**src/sv/hsv2rgb_pkg.sv**
```systemverilog
// shared constants, channel record type and helper functions for the hsv to rgb converter
// no dependencies; imported by hsv2rgb_datapath, hsv_to_rgb_converter and the testbench
`default_nettype none

package hsv2rgb_pkg;

	localparam int FRAC_BITS = 16;
	localparam int IN_W      = FRAC_BITS + 1;
	// hue * 6 stays below 12 * 2^FRAC_BITS
	localparam int H6_W      = FRAC_BITS + 4;
	localparam int SEC_W     = H6_W - FRAC_BITS;
	localparam int PROD_W    = 2 * IN_W;
	localparam int BYTE_W    = 8;

	localparam logic [IN_W-1:0] ONE_FX = {1'b1, {FRAC_BITS{1'b0}}};

	// sector numbers of the colour wheel
	localparam logic [SEC_W-1:0] SEC_RED     = SEC_W'(0);
	localparam logic [SEC_W-1:0] SEC_YELLOW  = SEC_W'(1);
	localparam logic [SEC_W-1:0] SEC_GREEN   = SEC_W'(2);
	localparam logic [SEC_W-1:0] SEC_CYAN    = SEC_W'(3);
	localparam logic [SEC_W-1:0] SEC_BLUE    = SEC_W'(4);
	localparam logic [SEC_W-1:0] SEC_MAGENTA = SEC_W'(5);

	typedef struct packed {
		logic [SEC_W-1:0] sector;
		logic [IN_W-1:0]  v;
		logic [IN_W-1:0]  p;
		logic [IN_W-1:0]  q;
		logic [IN_W-1:0]  t;
	} hsv2rgb_chan_t;

	function automatic logic [IN_W-1:0] sat_one(input logic [IN_W-1:0] x);
		return (x > ONE_FX) ? ONE_FX : x;
	endfunction

	// floor(255 * x) for x in 0 .. 1.0
	function automatic logic [BYTE_W-1:0] to_byte(input logic [IN_W-1:0] x);
		logic [IN_W+BYTE_W-1:0] prod;
		prod = {x, {BYTE_W{1'b0}}} - {{BYTE_W{1'b0}}, x};
		return prod[FRAC_BITS+BYTE_W-1:FRAC_BITS];
	endfunction

endpackage

`default_nettype wire

```
**src/sv/hsv2rgb_datapath.sv**
```systemverilog
// first three pipeline stages: sector split, the s products, then q and t
// depends on hsv2rgb_pkg
`default_nettype none

module hsv2rgb_datapath
	import hsv2rgb_pkg::*;
(
	input  wire logic                clk,
	input  wire logic                arst_n,
	input  wire logic                in_vld,
	input  wire logic [IN_W-1:0]     hue,
	input  wire logic [IN_W-1:0]     saturation,
	input  wire logic [IN_W-1:0]     brightness,
	output logic                     vld_s3,
	output hsv2rgb_chan_t            chan_s3
);

	logic                 vld_s1, vld_s2;
	logic [SEC_W-1:0]     sector_s1, sector_s2;
	logic [FRAC_BITS-1:0] f_s1;
	logic [IN_W-1:0]      s_s1, v_s1, v_s2;
	logic [FRAC_BITS-1:0] fs_s2;
	logic [IN_W-1:0]      gs_s2, p_s2;

	logic [H6_W-1:0]   h6;
	logic [PROD_W-1:0] fs_prod, gs_prod, p_prod, q_prod, t_prod;

	// hue * 6 as two shifted adds
	assign h6 = (H6_W'(hue) << 2) + (H6_W'(hue) << 1);

	assign fs_prod = {1'b0, f_s1} * s_s1;
	assign gs_prod = (ONE_FX - {1'b0, f_s1}) * s_s1;
	assign p_prod  = v_s1 * (ONE_FX - s_s1);

	assign q_prod = v_s2 * (ONE_FX - {1'b0, fs_s2});
	assign t_prod = v_s2 * (ONE_FX - gs_s2);

	always_ff @(posedge clk or negedge arst_n) begin
		if (!arst_n) begin
			vld_s1 <= 1'b0;
			vld_s2 <= 1'b0;
			vld_s3 <= 1'b0;
		end else begin
			vld_s1 <= in_vld;
			vld_s2 <= vld_s1;
			vld_s3 <= vld_s2;
		end
	end

	always_ff @(posedge clk) begin
		sector_s1 <= h6[H6_W-1:FRAC_BITS];
		f_s1      <= h6[FRAC_BITS-1:0];
		s_s1      <= sat_one(saturation);
		v_s1      <= sat_one(brightness);

		sector_s2 <= sector_s1;
		v_s2      <= v_s1;
		fs_s2     <= fs_prod[2*FRAC_BITS-1:FRAC_BITS];
		gs_s2     <= gs_prod[2*FRAC_BITS:FRAC_BITS];
		p_s2      <= p_prod[2*FRAC_BITS:FRAC_BITS];

		chan_s3.sector <= sector_s2;
		chan_s3.v      <= v_s2;
		chan_s3.p      <= p_s2;
		chan_s3.q      <= q_prod[2*FRAC_BITS:FRAC_BITS];
		chan_s3.t      <= t_prod[2*FRAC_BITS:FRAC_BITS];
	end

endmodule

`default_nettype wire

```
**src/sv/hsv_to_rgb_converter.sv**
```systemverilog
// hsv to rgb converter top level: datapath instance, sector routing and output stage
// depends on hsv2rgb_pkg and hsv2rgb_datapath
//
// usage:
// - an input transfer happens at a rising edge with start high and busy low;
//   busy is held low, so a pixel can be presented on every cycle
// - hue, saturation and brightness are unsigned with FRAC_BITS fraction bits;
//   saturation and brightness above 1.0 are clipped, a hue of 1.0 or more gives white
// - each result appears on red, green and blue for one cycle with done high;
//   done follows the start edge through vld_s1, vld_s2, vld_s3 and done_s4;
//   one pixel per clock sustained
// - the four stages are: sector split, the three s products, q and t,
//   then routing and scaling by 255 into the output registers
// - the receiver cannot hold results off, so nothing ever backs up
// - reset clears all valid bits; no pixel in flight survives it
`default_nettype none

module hsv_to_rgb_converter
	import hsv2rgb_pkg::*;
(
	input  wire logic              clk,
	input  wire logic              arst_n,
	input  wire logic              start,
	output logic                   busy,
	input  wire logic [IN_W-1:0]   hue,
	input  wire logic [IN_W-1:0]   saturation,
	input  wire logic [IN_W-1:0]   brightness,
	output logic                   done,
	output logic [BYTE_W-1:0]      red,
	output logic [BYTE_W-1:0]      green,
	output logic [BYTE_W-1:0]      blue
);

	logic             vld_s3;
	hsv2rgb_chan_t    chan_s3;
	logic             done_s4;
	logic [BYTE_W-1:0] red_s4, green_s4, blue_s4;
	logic [IN_W-1:0]  r_sel, g_sel, b_sel;

	assign busy = 1'b0;

	hsv2rgb_datapath u_datapath (
		.clk        (clk),
		.arst_n     (arst_n),
		.in_vld     (start),
		.hue        (hue),
		.saturation (saturation),
		.brightness (brightness),
		.vld_s3     (vld_s3),
		.chan_s3    (chan_s3)
	);

	always_comb begin
		case (chan_s3.sector)
			SEC_RED: begin
				r_sel = chan_s3.v; g_sel = chan_s3.t; b_sel = chan_s3.p;
			end
			SEC_YELLOW: begin
				r_sel = chan_s3.q; g_sel = chan_s3.v; b_sel = chan_s3.p;
			end
			SEC_GREEN: begin
				r_sel = chan_s3.p; g_sel = chan_s3.v; b_sel = chan_s3.t;
			end
			SEC_CYAN: begin
				r_sel = chan_s3.p; g_sel = chan_s3.q; b_sel = chan_s3.v;
			end
			SEC_BLUE: begin
				r_sel = chan_s3.t; g_sel = chan_s3.p; b_sel = chan_s3.v;
			end
			SEC_MAGENTA: begin
				r_sel = chan_s3.v; g_sel = chan_s3.p; b_sel = chan_s3.q;
			end
			// hue at or past a full turn
			default: begin
				r_sel = ONE_FX; g_sel = ONE_FX; b_sel = ONE_FX;
			end
		endcase
	end

	always_ff @(posedge clk or negedge arst_n) begin
		if (!arst_n) begin
			done_s4 <= 1'b0;
		end else begin
			done_s4 <= vld_s3;
		end
	end

	always_ff @(posedge clk) begin
		red_s4   <= to_byte(r_sel);
		green_s4 <= to_byte(g_sel);
		blue_s4  <= to_byte(b_sel);
	end

	assign done  = done_s4;
	assign red   = red_s4;
	assign green = green_s4;
	assign blue  = blue_s4;

	// every transfer comes out with done high
	a_latency: assert property (@(posedge clk) disable iff (!arst_n)
		start |-> ##4 done)
		else $error("result missing four cycles after start");

	a_no_spurious: assert property (@(posedge clk) disable iff (!arst_n)
		done |-> $past(vld_s3))
		else $error("result strobe without an item in the last stage");

	// zero saturation inside the wheel gives grey
	a_grey: assert property (@(posedge clk) disable iff (!arst_n)
		(done && $past(start, 4) && ($past(saturation, 4) == '0)
			&& ($past(hue, 4) < ONE_FX))
		|-> (red == green) && (green == blue))
		else $error("zero saturation did not give grey");

endmodule

`default_nettype wire

```
**config.mk**
```make
export PLATFORM = sky130hd
export DESIGN_NAME = hsv_to_rgb_converter
export DESIGN_NICKNAME = d
export VERILOG_FILES = /design/src/sv/hsv2rgb_pkg.sv /design/src/sv/hsv2rgb_datapath.sv /design/src/sv/hsv_to_rgb_converter.sv
export SDC_FILE = /design/constraint.sdc
export NUM_CORES = 2
export LEC_CHECK = 0
export BUFFER_PORTS_ARGS = -buffer_cell sky130_fd_sc_hd__buf_2
export CORE_MARGIN = 1.5
export CORE_UTILIZATION = 40
export DETAILED_ROUTE_END_ITERATION = 8
export PLACE_DENSITY = 0.66
export SLEW_MARGIN = 20
export SYNTH_ARGS = -nofsm -noshare
export SYNTH_HDL_FRONTEND = slang
export SYNTH_SLANG_ARGS = --single-unit
```
**constraint.sdc**
```tcl
create_clock -name clk -period 10.75 [get_ports clk]
set_clock_uncertainty 0.05 [all_clocks]
set_input_delay 2.15 -clock clk [delete_from_list [all_inputs] [get_ports clk]]
set_output_delay 2.15 -clock clk [all_outputs]
set_load 0.01 [all_outputs]
```
After elaboration in Yosys (flattened, before gate mapping)

Index checks and enable logic that the tools add are counted.

Flip-flop bits (word level): 225
Logic and storage cells: 51

Add/sub/neg operators: 8
Multipliers: 5
Order comparisons: 2
Eq/ne operators: 5
Multiplexer cells: 3
Reduce and logical (&&, ||, !) cells: 7

Operators by type and width:

| kind                   | count |
|---|---|
| $pmux 17 s4            | 3 |
| $mul 17x34->33         | 3 |
| $sub 24x17->24         | 3 |
| $sub 17x16->18 const A | 2 |
| $sub 17x17->18 const A | 2 |
| $gt 17x17->1 const B   | 2 |
| $mul 34x17->33         | 1 |
| $mul 16x17->32         | 1 |
| $add 19x18->20         | 1 |
| $reduce_or 2->1        | 6 |
| $eq 4x2->1 const B     | 2 |
| $eq 4x3->1 const B     | 2 |
| $eq 4x1->1 const B     | 1 |
| $logic_not 4->1        | 1 |

Depth between registers and ports, before layout

Depth in word-level cells: 4
Mapped depth: 32

By module

Synthesis repeated with hierarchy kept, for this count alone.

Cells, all modules: 6102
Area, all modules: 54375.9 µm²

Modules (own cells, without submodules):

| module               | instances | cells each | area an instance (µm²) | sequential area each (µm²) |
|---|---|---|---|---|
| hsv2rgb_datapath     | 1         | 5587       | 50419.6                | 3998.8 |
| hsv_to_rgb_converter | 1         | 515        | 3956.3                 | 505.5 |

Worst setup path before layout

OpenSTA, ideal clock, no wires.

Path kind: register to register
Start point: register u_datapath.fs_s2[0]
End point: register, netlist name u_datapath.chan_s3[33]
Library setup time: 0.072 ns
Arrival time: 7.635 ns
Data required time: 10.628 ns
Path slack: 2.993 ns
Cell stages (with the launch flop): 31
Path buffers: 3
Path through: dfxtp_1 -> clkbuf_1 -> clkbuf_1 -> inv_1 -> ha_1 -> or3b_2 -> nor3_1 -> nand2b_1 -> nor2_1 -> xnor2_1 -> clkbuf_1 -> nand2_1 -> fa_1 -> fa_1 -> fa_1 -> inv_1 -> fa_1 -> fa_1 -> inv_1 -> fa_1 -> inv_1 -> ha_1 -> a2111oi_0 -> o21ai_0 -> o21ai_0 -> o211ai_1 -> o21ba_1 -> a41o_1 -> o41a_1 -> a21oi_2 -> xnor2_1

Longest elaborated chain between the ends: 2

RTL lines:

| what                      | line                   | text |
|---|---|---|
| from (decl)               | hsv2rgb_datapath.sv:22 | `logic [FRAC_BITS-1:0] fs_s2;` |
| from (signal assigned)    | hsv2rgb_datapath.sv:58 | `fs_s2 <= fs_prod[2*FRAC_BITS-1:FRAC_BITS];` |
| $sub 17x16->18            | hsv2rgb_datapath.sv:35 | `assign q_prod = v_s2 * (ONE_FX - {1'b0, fs_s2});` |
| $mul 17x34->33            | hsv2rgb_datapath.sv:35 |  |
| via u_datapath.q_prod[32] | hsv2rgb_datapath.sv:26 | `logic [PROD_W-1:0] fs_prod, gs_prod, p_prod, q_prod, t_prod;` |

The timed path passes the listed nets, and every way through them passes these cells.
A chain may end at the register's enable or synchronous reset.

Worst setup path in the final report

Start point: register u_datapath.fs_s2[2]
End point: register, netlist name u_datapath.chan_s3[33]

Longest elaborated chain between the ends: 2

RTL lines:

| what                      | line |
|---|---|
| $sub 17x16->18            | hsv2rgb_datapath.sv:35 |
| $mul 17x34->33            | hsv2rgb_datapath.sv:35 |
| via u_datapath.q_prod[32] | hsv2rgb_datapath.sv:26 |

The timed path passes the listed nets, and every way through them passes these cells.

==> impl_summary.md <==
Run status
The flow ran to the end, and the final reports show no timing, DRC or antenna violations.

Logic synthesis
Of the synthesized area, sequential elements account for 0.0814. The post-synthesis average cell area is 8.97 µm². The count of unique library cells instantiated by Yosys is 86.

The proportion of synthesized flip-flops having asynchronous set or reset is 0.0179. Ranked by instance count, the synthesized netlist is headed by sky130_fd_sc_hd__inv_1, sky130_fd_sc_hd__fa_1, sky130_fd_sc_hd__nand2_1. By instance count, the leading cell after synthesis is sky130_fd_sc_hd__inv_1. By area the synthesized netlist is led by sky130_fd_sc_hd__fa_1, sky130_fd_sc_hd__ha_1, sky130_fd_sc_hd__inv_1.

The synthesized net count is 7,911. The synthesized design contains 0 enable-type register cells. The cell area that synthesis handed to floorplanning was 55,300 µm². The most used flip-flop cell after synthesis is sky130_fd_sc_hd__dfxtp_1. The synthesized design spends more area on one cell type than any other, namely sky130_fd_sc_hd__fa_1. The number of warnings printed during yosys synthesis is 0. The number of synthesized register bits is 224.

The share of synthesized area in the top cell type comes to 0.436. Synthesis produced 6,164 cells.

Floorplan
Measured along the x axis, the die boundary spans 375 µm. The top-level port count is 80. The core region area is 137,000 µm².

The die is 375 µm tall. After floorplanning, the core was divided into 136 placement rows. For this configuration, the core starts out at a cell density of 0.403. The area of the die is 141,000 µm².

Timing
Based on the critical path, the design can be clocked at up to 115 MHz. The worst hold slack after final layout is 0.271 ns. The max-slew violation count is 0. For the pin with the worst max-slew slack, the measured transition is 1.14 ns. The headroom to the max-slew limit is 0.239.

Setup repair after global routing left no endpoint under its margin. Setup violations remaining at the end of the flow were counted as 0. The routed design could run at a clock period as short as 8.68 ns.

The sum of negative setup slack is 0 ns. The worst path setup slack after routing is 2.07 ns. The number of endpoints with negative hold slack in the final report is 0.

Of the available clock period, the critical path in the final layout requires 0.807.

Clock tree
The clock tree from TritonCTS is yes. Clock-pin slew was measured on the worst setup and hold paths at 0.07 ns. Counting along the longest clock path gives a buffer depth of 3. The root cell of the clock tree is sky130_fd_sc_hd__clkbuf_16. The deepest level of the CTS H-tree is 1. The number of gates resized after cts is 0.

The clock drives 224 sinks. The clock latency on the worst-skew pair is 0.58 ns. The number of hold buffers added after CTS was 0. The number of buffers inserted by post-CTS setup repair is 0.

The number of clock buffers added by TritonCTS is 27.

GRT
The first global-routing pass estimated 234,000 µm of wire. Global routing finished with a remaining overflow of 0. The initial antenna violation count is 2. The overall fraction of global-route tracks in use is 0.208. The number of global-route vias before repair came to 43,973. Entering global routing, the biggest net connects 56 pins.

Detailed routing
Dividing the detail-routed via count by the number of cells gives 5.07. The remaining routing DRC violations is 0. The sum of routed wire length over all layers is 141,000 µm. Summing over every cut layer, the via total after detailed routing is 40,141.

For this block, the initial DRC count from the detailed router was 2,915. The detail route stage leaves a number of antenna-violating nets equal to 0. The pre-antenna-repair detailed-routing pass consisted of 8 iterations. The detailed-route wire length per cell is 17.8 µm.

Finish
Of the cells placed in the final design, the portion with a size suffix greater than 1 is 0.0490. The area taken by flip-flops and latches is 4510 µm². The footprint of the multi-input gates is 44,300 µm². From synthesis to final layout, the design area changed by 6.22%. The layout net count is 7,846. The fill cell total of the finished layout is 13,333.

Placed design
The detailed placement HPWL is 109,000 µm. The worst setup timing slack at the placement stage is 2.09 ns. The final weighted congestion in routability-driven placement is 0.909. Port buffering added 78 buffers.

Setup path
The signal arrival time at the worst endpoint is 9.15 ns. In this design, the critical path's most frequently occurring cell is sky130_fd_sc_hd__fa_1. The category of the worst setup path launch point is a flip-flop. The largest driver fanout on the critical path is 7. The kind of end point of the critical path is a flip-flop. For this run, the slowest stage of the critical path takes 0.57 ns. The critical path required time is 11.22 ns. The critical path in this run is classified as flip-flop to flip-flop. On the critical path, the stage with the largest delay is an instance of sky130_fd_sc_hd__xor2_1.

Flow run
The tool flagged a number of max-cap violations equal to 0.

Worst hold path
In this run the worst hold path is classified as flip-flop to flip-flop.
## routing by layer
layer,wire length [µm],share of wire,vias up,global-route usage
met3,10500,0.074,224,0.0357
met2,65300,0.46,1381,0.343
met1,61800,0.44,20458,0.286
li1,-,-,18076,-
met5,13,0.000092,-,0
met4,3410,0.024,2,0.0474
## sequential cells by signal, indices dropped and copies added, names as in the netlist, 15 cells and up
name and cells:
u_datapath.gs_s2 17, u_datapath.fs_s2 16, u_datapath.v_s1 17, u_datapath.f_s1 15, u_datapath.s_s1 17, u_datapath.p_s2 17, u_datapath.chan_s3 72, u_datapath.v_s2 17
## cell type report
type | instances | area share
multi-input combinational | 4178 | 0.755
inverter | 1483 | 0.0947
sequential | 224 | 0.0768
tap | 1794 | 0.0382
timing repair buffer | 185 | 0.0203
clock buffer | 34 | 0.0126
clock inverter | 14 | 0.00256
antenna | 2 | 0.0000852
## final timing paths
path	start	end	slack [ns]	cells after the start
worst max register to register	u_datapath.fs_s2[2]$_DFF_P_	u_datapath.chan_s3[33]$_DFF_P_	2.07	27
worst max-delay path	u_datapath.fs_s2[2]$_DFF_P_	u_datapath.chan_s3[33]$_DFF_P_	2.07	27
worst min register to register	u_datapath.p_s2[9]$_DFF_P_	u_datapath.chan_s3[43]$_DFF_P_	0.27	0
max in group asynchronous	arst_n	u_datapath.vld_s3$_DFF_PN0_	9.24	1
worst min-delay path	u_datapath.p_s2[9]$_DFF_P_	u_datapath.chan_s3[43]$_DFF_P_	0.27	0
min in group asynchronous	arst_n	u_datapath.vld_s1$_DFF_PN0_	1.29	1
## critical path, delay by kind of cell, from the launching register on
family          cells  cell delay [ns]
buf+inv             3             0.15
simple gates        7             1.81
fa+ha+maj           7             3.33
flops               1             0.34
xor+xnor            2             0.70
compound gates      8             2.20
## cells by family after synthesis
| logic type | share of synthesized area |
|---|---|
| xor+xnor | 0.0334 |
| other cells | 0.0000678 |
| simple gates | 0.165 |
| compound gates | 0.0487 |
| flops | 0.0814 |
| buf+inv | 0.120 |
| mux | 0.00486 |
| fa+ha+maj | 0.546 |
## stage by stage
stage,cells,util,instance area [µm²]
final,7914,0.428,58800
after detailed placement,7864,0.421,57800
after floorplan,6164,-,55300
after global routing,7912,0.428,58800
after CTS,7912,0.428,58700
after global placement,7864,0.421,57800
## cells in the final DEF (no fill, tap or decap), types with 7 or more instances in the layout
cell type                      n
sky130_fd_sc_hd__inv_1      1482
sky130_fd_sc_hd__fa_1       1205
sky130_fd_sc_hd__nand2_1     893
sky130_fd_sc_hd__and2_1      583
sky130_fd_sc_hd__ha_1        488
sky130_fd_sc_hd__dfxtp_1     215
sky130_fd_sc_hd__xnor2_1     131
sky130_fd_sc_hd__nor2_1      108
sky130_fd_sc_hd__buf_4       107
sky130_fd_sc_hd__a21oi_1      90
sky130_fd_sc_hd__buf_2        78
sky130_fd_sc_hd__xor2_1       62
sky130_fd_sc_hd__nor3_1       51
sky130_fd_sc_hd__nor2b_1      50
sky130_fd_sc_hd__o21ai_0      50
sky130_fd_sc_hd__a22oi_1      46
sky130_fd_sc_hd__nand3_1      35
sky130_fd_sc_hd__clkbuf_16    28
sky130_fd_sc_hd__a21o_1       27
sky130_fd_sc_hd__nor4_1       24
sky130_fd_sc_hd__and3_1       23
sky130_fd_sc_hd__mux2_2       22
sky130_fd_sc_hd__or3_1        21
sky130_fd_sc_hd__nand2b_1     20
sky130_fd_sc_hd__a22o_1       19
sky130_fd_sc_hd__o21a_1       17
sky130_fd_sc_hd__a211oi_1     17
sky130_fd_sc_hd__nand4_1      17
sky130_fd_sc_hd__xnor2_2      12
sky130_fd_sc_hd__o21ai_1      12
sky130_fd_sc_hd__a222oi_1     11
sky130_fd_sc_hd__o22ai_1      11
sky130_fd_sc_hd__o21bai_1      9
sky130_fd_sc_hd__a221o_1       8
sky130_fd_sc_hd__o211ai_1      7
sky130_fd_sc_hd__o22a_1        7
Power is left out: the tool's default activity adds up to more than one toggle a clock period on the data nets, which glitch-free logic cannot reach.
